`config.mk`:
```
export PLATFORM = sky130hd
export DESIGN_NAME = journal_log_reservation_table
export DESIGN_NICKNAME = d
export VERILOG_FILES = /design/src/design/jlrt_pkg.sv /design/src/design/jlrt_ram.sv /design/src/design/jlrt_ctrl.sv /design/src/design/jlrt_dp.sv /design/src/design/journal_log_reservation_table.sv
export SDC_FILE = /design/constraint.sdc
export NUM_CORES = 2
export LEC_CHECK = 0
export ABC_CLOCK_PERIOD_IN_PS = 8800
export BUFFER_PORTS_ARGS = -buffer_cell sky130_fd_sc_hd__buf_2
export CAP_MARGIN = 25
export CORE_MARGIN = 2
export CORE_UTILIZATION = 63
export DETAILED_ROUTE_END_ITERATION = 6
export PLACE_DENSITY = 0.84
export SYNTH_ARGS = -nofsm -noshare
export SYNTH_HDL_FRONTEND = slang
export SYNTH_SLANG_ARGS = --single-unit
export TNS_END_PERCENT = 5
```
`constraint.sdc`:
```
create_clock -name clock -period 8.8 [get_ports clock]
set_clock_uncertainty 0.05 [all_clocks]
set_input_delay 0.44 -clock clock [delete_from_list [all_inputs] [get_ports clock]]
set_output_delay 0.44 -clock clock [all_outputs]
set_load 0.1 [all_outputs]
```
`src/design/jlrt_pkg.sv`:
```
// package for the journal log reservation table
// opcodes, status codes, controller states and command/status structs
package jlrt_pkg;

   typedef enum logic [2:0] {
      OP_BEGIN  = 3'd0,
      OP_END    = 3'd1,
      OP_WRITE  = 3'd2,
      OP_DONE   = 3'd3,
      OP_QUERY  = 3'd4
   } opcode_type;

   localparam logic [2:0] ST_OK      = 3'd0;
   localparam logic [2:0] ST_RETRY   = 3'd1;
   localparam logic [2:0] ST_FULL    = 3'd2;
   localparam logic [2:0] ST_OUTSIDE = 3'd3;
   localparam logic [2:0] ST_UNKNOWN = 3'd4;

   typedef enum logic [2:0] {
      S_IDLE,
      S_SEARCH,
      S_SEARCH_WAIT,
      S_STREAM,
      S_STREAM_WAIT,
      S_RESP
   } state_type;

   // commands from controller to datapath
   typedef struct packed {
      logic capture;      // latch input item
      logic exec;         // run operation on latched item
      logic search_start; // clear scan index
      logic search_step;  // advance scan index
      logic append;       // end of search: append block on a miss, load result
      logic stream_start;
      logic stream_step;
      logic stream_emit;  // load commit entry into result register
   } cmd_type;

   // status from datapath to controller
   typedef struct packed {
      logic is_write_scan; // latched write that needs a list search
      logic is_stream;     // latched end that starts a commit stream
      logic is_none;       // opcode without result
      logic scan_done;     // scan index at last list entry
      logic scan_hit;
      logic stream_last;
   } stat_type;

endpackage

```
`src/design/jlrt_ram.sv`:
```
// generic single-port-write ram with registered read
// no dependencies
module jlrt_ram #(
   parameter int WIDTH = 32,
   parameter int DEPTH = 32
) (
   input  logic                     clock,
   input  logic                     wr_en,
   input  logic [$clog2(DEPTH)-1:0] wr_addr,
   input  logic [WIDTH-1:0]         wr_data,
   input  logic [$clog2(DEPTH)-1:0] rd_addr,
   output logic [WIDTH-1:0]         rd_data
);
   logic [WIDTH-1:0] mem [DEPTH];

   always_ff @(posedge clock) begin
      if (wr_en) begin
         mem[wr_addr] <= wr_data;
      end
      rd_data <= mem[rd_addr];
   end
endmodule

```
`src/design/jlrt_ctrl.sv`:
```
// controller state machine of the journal log reservation table
// uses jlrt_pkg
module jlrt_ctrl (
   input  logic              clock,
   input  logic              reset,
   input  logic              req_valid,
   output logic              req_stall,
   output logic              rsp_valid,
   input  logic              rsp_stall,
   input  jlrt_pkg::stat_type stat,
   output jlrt_pkg::cmd_type  cmd
);
   import jlrt_pkg::*;

   state_type state_ff, state_in;
   logic      valid_ff, valid_in;
   logic      rsp_load_ok;

   always_ff @(posedge clock) begin
      if (reset) begin
         state_ff <= S_IDLE;
         valid_ff <= 1'b0;
      end else begin
         state_ff <= state_in;
         valid_ff <= valid_in;
      end
   end

   assign rsp_valid = valid_ff;
   // result register free this cycle
   assign rsp_load_ok = !valid_ff || !rsp_stall;

   always_comb begin
      state_in  = state_ff;
      valid_in  = valid_ff && rsp_stall;
      cmd       = '0;
      req_stall = 1'b1;
      case (state_ff)
         S_IDLE: begin
            req_stall = 1'b0;
            if (req_valid) begin
               cmd.capture = 1'b1;
               state_in = S_RESP;
            end
         end
         S_RESP: begin
            if (stat.is_none) begin
               state_in = S_IDLE;
            end else if (stat.is_write_scan) begin
               cmd.search_start = 1'b1;
               state_in = S_SEARCH;
            end else if (stat.is_stream) begin
               cmd.stream_start = 1'b1;
               state_in = S_STREAM;
            end else if (rsp_load_ok) begin
               cmd.exec = 1'b1;
               valid_in = 1'b1;
               state_in = S_IDLE;
            end
         end
         S_SEARCH: begin
            // ram read issued for current index, compare next cycle
            state_in = S_SEARCH_WAIT;
         end
         S_SEARCH_WAIT: begin
            if (stat.scan_hit || stat.scan_done) begin
               if (rsp_load_ok) begin
                  cmd.append = 1'b1;
                  valid_in = 1'b1;
                  state_in = S_IDLE;
               end
            end else begin
               cmd.search_step = 1'b1;
               state_in = S_SEARCH;
            end
         end
         S_STREAM: begin
            state_in = S_STREAM_WAIT;
         end
         S_STREAM_WAIT: begin
            if (rsp_load_ok) begin
               cmd.stream_emit = 1'b1;
               valid_in = 1'b1;
               if (stat.stream_last) begin
                  state_in = S_IDLE;
               end else begin
                  cmd.stream_step = 1'b1;
                  state_in = S_STREAM;
               end
            end
         end
         default: state_in = S_IDLE;
      endcase
   end
endmodule

```
`src/design/jlrt_dp.sv`:
```
// datapath of the journal log reservation table: slot table, log list, result register
// uses jlrt_pkg and jlrt_ram
module jlrt_dp #(
   parameter int CLIENT_SLOTS = 8,
   parameter int LOG_ENTRIES  = 32
) (
   input  logic              clock,
   input  logic              reset,
   input  logic              csr_write,
   input  logic [5:0]        csr_data,
   input  logic [2:0]        req_opcode,
   input  logic [15:0]       req_client_pid,
   input  logic [5:0]        req_request_min,
   input  logic [5:0]        req_request_ideal,
   input  logic [31:0]       req_block_number,
   input  logic [2:0]        req_query_slot,
   input  jlrt_pkg::cmd_type  cmd,
   output jlrt_pkg::stat_type stat,
   output logic [2:0]        rsp_status,
   output logic [2:0]        rsp_granted_slot,
   output logic [5:0]        rsp_granted_blocks,
   output logic              rsp_absorbed,
   output logic [4:0]        rsp_log_position,
   output logic              rsp_overrun,
   output logic [5:0]        rsp_available_blocks,
   output logic              rsp_commit_entry,
   output logic [31:0]       rsp_commit_block,
   output logic              rsp_last
);
   import jlrt_pkg::*;

   localparam int SW = (CLIENT_SLOTS > 1) ? $clog2(CLIENT_SLOTS) : 1;
   localparam int LW = (LOG_ENTRIES > 1) ? $clog2(LOG_ENTRIES) : 1;
   localparam int CW = $clog2(LOG_ENTRIES + 1);
   localparam int AW = $clog2(CLIENT_SLOTS + 1);

   logic [5:0]  cap_ff;
   logic [15:0] owner_ff [CLIENT_SLOTS];
   logic [5:0]  resv_ff  [CLIENT_SLOTS];
   logic [5:0]  used_ff  [CLIENT_SLOTS];
   logic [CW-1:0] count_ff;
   logic [AW-1:0] active_ff;
   logic          busy_ff;
   logic [5:0]    retired_ff;

   logic [2:0]  op_ff;
   logic [15:0] pid_ff;
   logic [5:0]  rmin_ff, rideal_ff;
   logic [31:0] blk_ff;
   logic [2:0]  qslot_ff;
   logic [CW-1:0] idx_ff;

   logic [2:0]  o_status_ff;
   logic [2:0]  o_gslot_ff;
   logic [5:0]  o_gblocks_ff;
   logic        o_absorbed_ff;
   logic [4:0]  o_pos_ff;
   logic        o_overrun_ff;
   logic [5:0]  o_avail_ff;
   logic        o_centry_ff;
   logic [31:0] o_cblock_ff;
   logic        o_last_ff;

   // ram
   logic [31:0] rd_data;
   logic        ram_we;
   jlrt_ram #(.WIDTH(32), .DEPTH(LOG_ENTRIES)) u_log (
      .clock  (clock),
      .wr_en  (ram_we),
      .wr_addr(count_ff[LW-1:0]),
      .wr_data(blk_ff),
      .rd_addr(idx_ff[LW-1:0]),
      .rd_data(rd_data)
   );

   // slot lookup
   logic          own_hit, free_hit;
   logic [SW-1:0] own_idx, free_idx;
   logic [9:0]    resv_sum;
   always_comb begin
      own_hit = 1'b0;
      own_idx = '0;
      free_hit = 1'b0;
      free_idx = '0;
      resv_sum = {4'd0, retired_ff};
      for (int i = CLIENT_SLOTS - 1; i >= 0; i--) begin
         if (pid_ff != 16'd0 && owner_ff[i] == pid_ff) begin
            own_hit = 1'b1;
            own_idx = SW'(i);
         end
         if (owner_ff[i] == 16'd0) begin
            free_hit = 1'b1;
            free_idx = SW'(i);
         end
      end
      for (int i = 0; i < CLIENT_SLOTS; i++) begin
         resv_sum = resv_sum + {4'd0, resv_ff[i]};
      end
   end

   logic [5:0] avail;
   logic [5:0] grant;
   assign avail = ({4'd0, cap_ff} > resv_sum) ? 6'(({4'd0, cap_ff}) - resv_sum) : 6'd0;
   assign grant = (avail < rideal_ff) ? avail : rideal_ff;

   logic [6:0] limit;
   assign limit = ({1'b0, cap_ff} < 7'(LOG_ENTRIES)) ? {1'b0, cap_ff} : 7'(LOG_ENTRIES);
   logic full;
   assign full = 7'(count_ff) >= limit;

   logic [6:0] retired_sum;
   assign retired_sum = {1'b0, retired_ff} + {1'b0, used_ff[own_idx]};

   logic end_ok;
   assign end_ok = own_hit;
   logic [AW-1:0] active_dec;
   assign active_dec = (active_ff != '0) ? active_ff - AW'(1) : active_ff;

   logic [5:0] used_inc;
   assign used_inc = (used_ff[own_idx] < 6'd63) ? used_ff[own_idx] + 6'd1 : used_ff[own_idx];

   logic [5:0] q_r, q_u;
   logic       q_ok;
   assign q_ok = 32'(qslot_ff) < 32'(CLIENT_SLOTS);
   assign q_r  = resv_ff[SW'(qslot_ff)];
   assign q_u  = used_ff[SW'(qslot_ff)];

   assign stat.is_none = op_ff > 3'(OP_QUERY);
   assign stat.is_write_scan = (op_ff == 3'(OP_WRITE)) && !full && active_ff != '0
                               && count_ff != '0;
   assign stat.is_stream = (op_ff == 3'(OP_END)) && end_ok && active_dec == '0
                           && count_ff != '0;
   assign stat.scan_hit = (rd_data == blk_ff);
   assign stat.scan_done = (idx_ff + CW'(1)) >= count_ff;
   assign stat.stream_last = (idx_ff + CW'(1)) >= count_ff;

   // append after a missed search, or straight away into an empty list
   assign ram_we = own_hit && ((cmd.append && !stat.scan_hit)
                               || (cmd.exec && op_ff == 3'(OP_WRITE) && !full
                                   && active_ff != '0));

   always_ff @(posedge clock) begin
      if (cmd.capture) begin
         op_ff     <= req_opcode;
         pid_ff    <= req_client_pid;
         rmin_ff   <= req_request_min;
         rideal_ff <= req_request_ideal;
         blk_ff    <= req_block_number;
         qslot_ff  <= req_query_slot;
      end
      if (cmd.search_start || cmd.stream_start) begin
         idx_ff <= '0;
      end else if (cmd.search_step || cmd.stream_step) begin
         idx_ff <= idx_ff + CW'(1);
      end
   end

   // state and result
   always_ff @(posedge clock) begin
      if (reset) begin
         cap_ff     <= 6'd30;
         count_ff   <= '0;
         active_ff  <= '0;
         busy_ff    <= 1'b0;
         retired_ff <= '0;
         for (int i = 0; i < CLIENT_SLOTS; i++) begin
            owner_ff[i] <= '0;
            resv_ff[i]  <= '0;
            used_ff[i]  <= '0;
         end
      end else begin
         if (csr_write) begin
            cap_ff <= csr_data;
         end
         if (cmd.exec) begin
            case (op_ff)
               3'(OP_BEGIN): begin
                  if (pid_ff != 16'd0 && !own_hit && !busy_ff && avail >= rmin_ff
                      && free_hit) begin
                     owner_ff[free_idx] <= pid_ff;
                     resv_ff[free_idx]  <= grant;
                     used_ff[free_idx]  <= '0;
                     active_ff <= active_ff + AW'(1);
                  end
               end
               3'(OP_END): begin
                  if (end_ok) begin
                     retired_ff <= (retired_sum > 7'd63) ? 6'd63 : retired_sum[5:0];
                     owner_ff[own_idx] <= '0;
                     used_ff[own_idx]  <= '0;
                     resv_ff[own_idx]  <= '0;
                     active_ff <= active_dec;
                  end
               end
               3'(OP_DONE): begin
                  if (busy_ff) begin
                     count_ff   <= '0;
                     retired_ff <= '0;
                     busy_ff    <= 1'b0;
                  end
               end
               default: ;
            endcase
         end
         if (cmd.stream_start) begin
            retired_ff <= (retired_sum > 7'd63) ? 6'd63 : retired_sum[5:0];
            owner_ff[own_idx] <= '0;
            used_ff[own_idx]  <= '0;
            resv_ff[own_idx]  <= '0;
            active_ff <= active_dec;
            busy_ff   <= 1'b1;
         end
         if (ram_we) begin
            count_ff <= count_ff + CW'(1);
            used_ff[own_idx] <= used_inc;
         end
      end
   end

   always_ff @(posedge clock) begin
      if (cmd.exec) begin
         o_status_ff   <= ST_OK;
         o_gslot_ff    <= '0;
         o_gblocks_ff  <= '0;
         o_absorbed_ff <= 1'b0;
         o_pos_ff      <= '0;
         o_overrun_ff  <= 1'b0;
         o_avail_ff    <= '0;
         o_centry_ff   <= 1'b0;
         o_cblock_ff   <= '0;
         o_last_ff     <= 1'b1;
         case (op_ff)
            3'(OP_BEGIN): begin
               if (pid_ff == 16'd0 || own_hit) begin
                  o_status_ff <= ST_UNKNOWN;
               end else if (busy_ff || avail < rmin_ff || !free_hit) begin
                  o_status_ff <= ST_RETRY;
               end else begin
                  o_gslot_ff   <= 3'(free_idx);
                  o_gblocks_ff <= grant;
               end
            end
            3'(OP_END): begin
               if (!end_ok) o_status_ff <= ST_UNKNOWN;
            end
            3'(OP_WRITE): begin
               // write without search: empty list, full list or no active client
               if (full) begin
                  o_status_ff <= ST_FULL;
               end else if (active_ff == '0) begin
                  o_status_ff <= ST_OUTSIDE;
               end else if (!own_hit) begin
                  o_status_ff <= ST_UNKNOWN;
               end else begin
                  o_pos_ff     <= 5'(count_ff);
                  o_overrun_ff <= used_inc > resv_ff[own_idx];
               end
            end
            3'(OP_DONE): begin
               if (!busy_ff) o_status_ff <= ST_OUTSIDE;
            end
            3'(OP_QUERY): begin
               if (!q_ok) begin
                  o_status_ff <= ST_UNKNOWN;
               end else begin
                  o_avail_ff <= (q_r > q_u) ? q_r - q_u : 6'd0;
               end
            end
            default: ;
         endcase
      end else if (cmd.append) begin
         o_status_ff   <= ST_OK;
         o_gslot_ff    <= '0;
         o_gblocks_ff  <= '0;
         o_absorbed_ff <= 1'b0;
         o_pos_ff      <= '0;
         o_overrun_ff  <= 1'b0;
         o_avail_ff    <= '0;
         o_centry_ff   <= 1'b0;
         o_cblock_ff   <= '0;
         o_last_ff     <= 1'b1;
         if (stat.scan_hit) begin
            o_absorbed_ff <= 1'b1;
            o_pos_ff      <= 5'(idx_ff);
         end else if (!own_hit) begin
            o_status_ff <= ST_UNKNOWN;
         end else begin
            o_pos_ff     <= 5'(count_ff);
            o_overrun_ff <= used_inc > resv_ff[own_idx];
         end
      end else if (cmd.stream_emit) begin
         o_status_ff   <= ST_OK;
         o_gslot_ff    <= '0;
         o_gblocks_ff  <= '0;
         o_absorbed_ff <= 1'b0;
         o_pos_ff      <= '0;
         o_overrun_ff  <= 1'b0;
         o_avail_ff    <= '0;
         o_centry_ff   <= 1'b1;
         o_cblock_ff   <= rd_data;
         o_last_ff     <= stat.stream_last;
      end
   end

   assign rsp_status           = o_status_ff;
   assign rsp_granted_slot     = o_gslot_ff;
   assign rsp_granted_blocks   = o_gblocks_ff;
   assign rsp_absorbed         = o_absorbed_ff;
   assign rsp_log_position     = o_pos_ff;
   assign rsp_overrun          = o_overrun_ff;
   assign rsp_available_blocks = o_avail_ff;
   assign rsp_commit_entry     = o_centry_ff;
   assign rsp_commit_block     = o_cblock_ff;
   assign rsp_last             = o_last_ff;
endmodule

```
`src/design/journal_log_reservation_table.sv`:
```
// top level of the journal log reservation table
// uses jlrt_pkg, jlrt_ctrl and jlrt_dp
//
// usage: request items enter on req_valid/req_stall with opcode begin, end,
// write, commit done or query; results leave on rsp_valid/rsp_stall, one per
// item except a last end that streams one result per logged block, with
// rsp_last marking the final result of an item. csr_write loads log_capacity;
// the user must use it only while idle; the block does not enforce this.
// One item is taken at a time: S_IDLE captures it, S_RESP loads the result
// register once free; a searching write alternates S_SEARCH and S_SEARCH_WAIT
// per entry as the single ram read port walks the list; a commit stream
// alternates S_STREAM and S_STREAM_WAIT per entry. Opcodes 5 to 7 give no result.
// Reset (synchronous, active high) empties all slots, the list count and
// sets capacity to 30; log ram contents are not cleared.
// When the receiver stalls, the result register holds and the block waits
// before loading the next result.
module journal_log_reservation_table #(
   parameter int CLIENT_SLOTS = 8,
   parameter int LOG_ENTRIES  = 32
) (
   input  logic        clock,
   input  logic        reset,
   input  logic        csr_write,
   input  logic [5:0]  csr_data,
   input  logic        req_valid,
   output logic        req_stall,
   input  logic [2:0]  req_opcode,
   input  logic [15:0] req_client_pid,
   input  logic [5:0]  req_request_min,
   input  logic [5:0]  req_request_ideal,
   input  logic [31:0] req_block_number,
   input  logic [2:0]  req_query_slot,
   output logic        rsp_valid,
   input  logic        rsp_stall,
   output logic [2:0]  rsp_status,
   output logic [2:0]  rsp_granted_slot,
   output logic [5:0]  rsp_granted_blocks,
   output logic        rsp_absorbed,
   output logic [4:0]  rsp_log_position,
   output logic        rsp_overrun,
   output logic [5:0]  rsp_available_blocks,
   output logic        rsp_commit_entry,
   output logic [31:0] rsp_commit_block,
   output logic        rsp_last
);
   import jlrt_pkg::*;

   cmd_type  cmd;
   stat_type stat;

   jlrt_ctrl u_ctrl (
      .clock      (clock),
      .reset      (reset),
      .req_valid  (req_valid),
      .req_stall  (req_stall),
      .rsp_valid  (rsp_valid),
      .rsp_stall  (rsp_stall),
      .stat       (stat),
      .cmd        (cmd)
   );

   jlrt_dp #(.CLIENT_SLOTS(CLIENT_SLOTS), .LOG_ENTRIES(LOG_ENTRIES)) u_dp (
      .clock               (clock),
      .reset               (reset),
      .csr_write           (csr_write),
      .csr_data            (csr_data),
      .req_opcode          (req_opcode),
      .req_client_pid      (req_client_pid),
      .req_request_min     (req_request_min),
      .req_request_ideal   (req_request_ideal),
      .req_block_number    (req_block_number),
      .req_query_slot      (req_query_slot),
      .cmd                 (cmd),
      .stat                (stat),
      .rsp_status          (rsp_status),
      .rsp_granted_slot    (rsp_granted_slot),
      .rsp_granted_blocks  (rsp_granted_blocks),
      .rsp_absorbed        (rsp_absorbed),
      .rsp_log_position    (rsp_log_position),
      .rsp_overrun         (rsp_overrun),
      .rsp_available_blocks(rsp_available_blocks),
      .rsp_commit_entry    (rsp_commit_entry),
      .rsp_commit_block    (rsp_commit_block),
      .rsp_last            (rsp_last)
   );

   a_one_cmd: assert property (@(posedge clock) disable iff (reset)
      $countones({cmd.exec, cmd.append, cmd.stream_emit}) <= 1)
      else $error("multiple result loads");
   a_no_load_stalled: assert property (@(posedge clock) disable iff (reset)
      (rsp_valid && rsp_stall) |-> !(cmd.exec || cmd.append || cmd.stream_emit))
      else $error("result overwritten while stalled");
   a_commit_last: assert property (@(posedge clock) disable iff (reset)
      (rsp_valid && !rsp_commit_entry) |-> rsp_last)
      else $error("non-commit result without last");
endmodule

```
-- Word-level counts from Yosys, hierarchy flattened
Memories as Yosys holds them, arrays and structs flattened. A register that Yosys moved wholly into a read port is not among the register bits.
Index checks and enable logic that the tools add are counted.
Widths: inputs -> output; s select.
- register bits: 158
- RAM bits: 1248
- logic and storage cells: 333
- memories kept: 4
- add/subtract/negate cells: 16
- $lt $le $gt $ge: 12
- eq/ne operators: 23
- mux-type cells: 174
- bitwise operators: 4
- reductions and logical operators: 76
- memories (name ; words ; width ; rd ports ; clocked after memory_dff ; write ports ; line ; text):
    u_dp.u_log.mem ; 32 ; 32 ; 1 ; 1 ; 1 ; jlrt_ram.sv:14 ; logic [WIDTH-1:0] mem [DEPTH];
    u_dp.owner_ff ; 8 ; 16 ; 8 ; 0 ; 8 ; jlrt_dp.sv:38 ; logic [15:0] owner_ff [CLIENT_SLOTS];
    u_dp.resv_ff ; 8 ; 6 ; 10 ; 1 ; 8 ; jlrt_dp.sv:39 ; logic [5:0] resv_ff [CLIENT_SLOTS];
    u_dp.used_ff ; 8 ; 6 ; 2 ; 1 ; 8 ; jlrt_dp.sv:40 ; logic [5:0] used_ff [CLIENT_SLOTS];
- operators with widths (kind ; number):
    $mux 6 ; 28
    $logic_not 16->1 ; 9
    $mux 3 ; 44
    $eq 16x16->1 ; 8
    $mux 1 ; 74
    $add 10x6->10 ; 7
    $mux 16 ; 3
    $mux 5 ; 8
    $eq 32x32->1 ; 1
    $reduce_or 16->1 ; 2
    $logic_and 1x1->1 ; 24
    $reduce_or 6->1 ; 4
    $mux 4 ; 5
    $add 6x1->6 const B ; 3
    $pmux 3 s6 ; 1
    $reduce_bool 16->1 ; 1
    $add 6x6->7 ; 2
    $mux 2 ; 7
    $eq 3x2->1 const B ; 4
    $ge 6x6->1 ; 2
    $gt 6x6->1 ; 2
    $lt 6x6->1 ; 2
    $lt 6x6->1 const B ; 2
    $pmux 3 s4 ; 1
    28 further kinds ; 61

-- Logic depth before layout (Yosys ltp)
An unclocked memory read counts as a cell.
- depth in word-level cells: 29
- mapped depth: 34
- gate-level depth less buffers: 33

-- By module
From an unflattened synthesis, not the netlist that was laid out.
- cells, all modules: 4321
- area, all modules: 61491.5 µm²
- by module, submodules not included (module ; instances ; cells an instance ; area each (µm²)):
    jlrt_ram ; 1 ; 2260 ; 40492.6
    jlrt_dp ; 1 ; 2014 ; 20626.0
    jlrt_ctrl ; 1 ; 47 ; 372.9

-- Least setup slack after synthesis
Ideal clock, no wire load.
- path kind: reg2reg
- start point: mem u_dp.resv_ff[0][0]
- end point: mem u_dp.owner_ff[5][0] (enable)
- library setup time: 379 ps
- arrival: 7457 ps
- data required time: 8371 ps
- slack: 914 ps
- cell stages (with the launch flop): 34
- buffers on the path: 1
- period minus slack after synthesis: 7886 ps
- cell sequence: edfxtp_1 > ha_1 > fa_1 > a21o_1 > a21oi_1 > xnor2_1 > fa_1 > inv_1 > fa_1 > fa_1 > inv_1 > fa_1 > ha_1 > inv_1 > o21bai_1 > xnor2_1 > ha_1 > nand4_1 > nor2_1 > a2111oi_0 > o21ai_1 > nor3_1 > ha_1 > o21ai_0 > nand2b_1 > a21oi_1 > o21ai_0 > o21bai_1 > nor4_1 > nand3_1 > o21ai_1 > nand2_1 > clkbuf_1 > nand2_1
- RTL lines (item ; line):
    from (decl) ; jlrt_dp.sv:39
    to (decl) ; jlrt_dp.sv:38

==> results.tsv <==
metric	value	unit
Final WS setup	472.4	ps
crit start category	flop	
violated checks	DRC	
Pleak	23.31	nW
synthesized area per cell	17.34	sq um
Die Span Y	314.9	microns
max-capacitance violation count	0	
Final Hold Viols	0	
Vias per Instance	7.205	
max incr delay on CP	480	ps
Detail Route Antenna Nets	0	
fin. max-slew vios	0	
sequential area share after synthesis	0.6937	
setup violators final	0	
r2r endpoint	u_dp.owner_ff[4][0]	
clk slew on worst S/H paths	60	ps
delay-heaviest family, CP	adder cells	
async set-reset flop share out of synthesis	0	
clk buf depth	3	
fin crit period	8328	ps
worst-path fanout max	16	
GR Overflow Total	0	
global-route wire length before repair	261800	microns
CP endpoint	u_dp.owner_ff[4][0]	
Nets	3987	
Mapped Cells	3512	
Die Wd	314.9	microns
grt peak-use layer	met2	
# placed instances	4849	
Iter 0 DRT Violations	6883	
final core occ	0.7193	
slowest cell on the critical path	fa_1	
Num CTS Buffers	140	
Period Utilization, post-route	0.9463	
required time of the critical path	9210	ps
total track usage	0.3765	
R2R Path Start	u_dp.resv_ff[0][0]	
crit path launch	u_dp.resv_ff[0][0]	
clk sinks	1441	
setup TNS	0	ps
Worst Tran Pin Value	1192	ps
ys flop type	edfxtp_1	
worst path bufs/invs	4	
hold path depth	3	
Crit. path cell count	34	
die area	99160	sq um
CTS tree	done	
core area	96280	sq um
Cell Pwr Density	296.1	nW/um^2
Post-CTS Setup Repair Bufs	0	
RSZ-0062 raised after global routing	false	
met1 global-route usage	0.5000	
antenna violations before repair	6	
share of cells above drive strength 1	0.2352	
Cell variety after synth	84	
Post-Syn Area	60890	sq um
number of global-route vias before repair	37020	
type of the most critical hold path	in -> reg	
final std cells w/o fill	5189	
Synth Register Bits	1441	
Worst VDD drop	381.6	uV
most frequent cell on the critical path	fa_1	
arrival time worst endpoint	8740	ps
post-placement setup slack	124.7	ps
most frequent cells in the layout	edfxtp_1, mux4_2, nor2_1	
clk root buf	clkbuf_16	
commonest non-fill, non-tap cell in the layout	edfxtp_1	
M2 GR Usage	0.5812	
# DRC	1	
Placer Congestion	0.9883	
GR Util met3	0.09407	
IO Pins	138	
area grow syn2layout	13.73	%
overall power	20.51	mW
clock latency on the worst-skew pair	790	ps
final WL	187100	microns
pin count of the biggest net entering global routing	160	
syn_nets	3701	
status	finished with violations	
synthesis warning total	0	
IO buf count	137	
Max Clock Freq	0.1201	GHz
WS Path Type	reg -> reg	
worst r2r path cells	34	
Setup crit end kind	flop	
site row count	114	
number of synthesized flops with an enable pin	1338	
H-tree Lvls	4	
flop-to-flop setup slack	470	ps
TritonRoute pass-1 iters	7	
Starting Density	0.6324	
WL/cell	36.06	microns
Slew headroom	0.1980	
vias	37390	
post-DP HPWL	96150	microns
==> layout make-up <==
cell class / instances / area, sq um
Sequential cell: 1441 / 42260
Antenna cell: 1 / 2.502
Clock buffer: 181 / 3737
Inverter: 109 / 409.1
Clock inverter: 75 / 1044
Fill cell: 5303 / 27030
Multi-Input combinational cell: 1794 / 17840
Tap cell: 1276 / 1597
Timing Repair Buffer: 312 / 2364
==> state kept, by name, indices dropped and copies added, names as in the netlist, 4 cells and up, named ones only <==
name,count
u_dp.owner_ff,128
u_dp.used_ff,48
u_dp.pid_ff,16
u_dp.retired_ff,6
u_dp.active_ff,4
u_dp.cap_ff,6
u_dp.rsp_granted_blocks,6
u_dp.idx_ff,6
u_dp.rideal_ff,6
u_dp.rsp_available_blocks,6
u_dp.u_log.mem,1024
u_dp.rmin_ff,6
u_dp.resv_ff,48
u_dp.u_log.rd_data,32
u_dp.rsp_log_position,5
u_dp.blk_ff,32
u_dp.rsp_commit_block,32
u_dp.count_ff,6
==> report_power, final <==
part / leakage, nW / switching [mW] / internal (mW)
Clock: 2.32 / 2.77 / 3.58
Sequential: 13.2 / 0.616 / 8.03
Combinational: 7.77 / 3.26 / 2.24
==> per-layer routing <==
layer / vias up / part of all wire
met4: 6 / 0.067
met2: 3763 / 0.47
met5: - / 0.00021
li1: 14320 / -
met3: 784 / 0.14
met1: 18520 / 0.32
==> worst min-delay path by stage <==
stage / start / endpoint / slack (ps)
after global placement: u_dp.rsp_commit_block[13] / u_dp.rsp_commit_block[13] / 390
after global routing: csr_write / u_dp.cap_ff[4] / 50
after floorplan: u_dp.u_log.rd_data[0] / u_dp.rsp_commit_block[0] / 390
final: csr_write / u_dp.cap_ff[4] / 40
after CTS: csr_write / u_dp.cap_ff[0] / 10
after detailed placement: u_dp.rsp_commit_block[10] / u_dp.rsp_commit_block[10] / 390
==> kinds of logic after synthesis <==
kind of cell | after synthesis | share of synthesized area
fa+ha+maj | 112 | 0.02782
compound gates | 252 | 0.02811
mux | 436 | 0.1438
xor+xnor | 185 | 0.02673
flops | 1441 | 0.6937
buf+inv | 277 | 0.01825
simple gates | 809 | 0.06156
==> Yosys cell counts (27+ instances only) <==
| master | number | share of area |
|---|---|---|
| a21oi_1 | 77 | 0.0063 |
| buf_1 | 35 | 0.0022 |
| buf_2 | 27 | 0.0022 |
| clkbuf_1 | 96 | 0.0059 |
| dfxtp_1 | 103 | 0.034 |
| edfxtp_1 | 1338 | 0.66 |
| fa_1 | 39 | 0.013 |
| ha_1 | 73 | 0.015 |
| inv_1 | 108 | 0.0067 |
| mux2_2 | 44 | 0.0081 |
| mux2i_1 | 43 | 0.0071 |
| mux4_2 | 345 | 0.13 |
| nand2_1 | 237 | 0.015 |
| nand3_1 | 35 | 0.0029 |
| nand4_1 | 47 | 0.0048 |
| nor2_1 | 277 | 0.017 |
| nor3_1 | 74 | 0.0061 |
| nor4_1 | 56 | 0.0058 |
| o21ai_0 | 34 | 0.0028 |
| xnor2_1 | 91 | 0.013 |
| xor2_1 | 93 | 0.013 |
==> worst min-delay path: cells and delay by family <==
family	cells	cell delay (ps)
multiplexers	1	100
buffers and inverters	1	190
AND/OR/NAND/NOR	1	60
==> metrics by stage <==
step / hold WS (ps) / instance area, sq um
detailed placement: 394.8 / 63500
floorplan: 394.4 / 60890
finish: 35.07 / 69250
global placement: 389.5 / 63500
global route: 53.03 / 69250
CTS: 13.03 / 69040
==> what timing repair did <==
item,in CTS,in global routing
endpoints found under the hold margin,76,0
hold buffers,76,0
setup endpoints to repair,0,449
resized for setup,0,15
(Power assumes the default switching activity.)
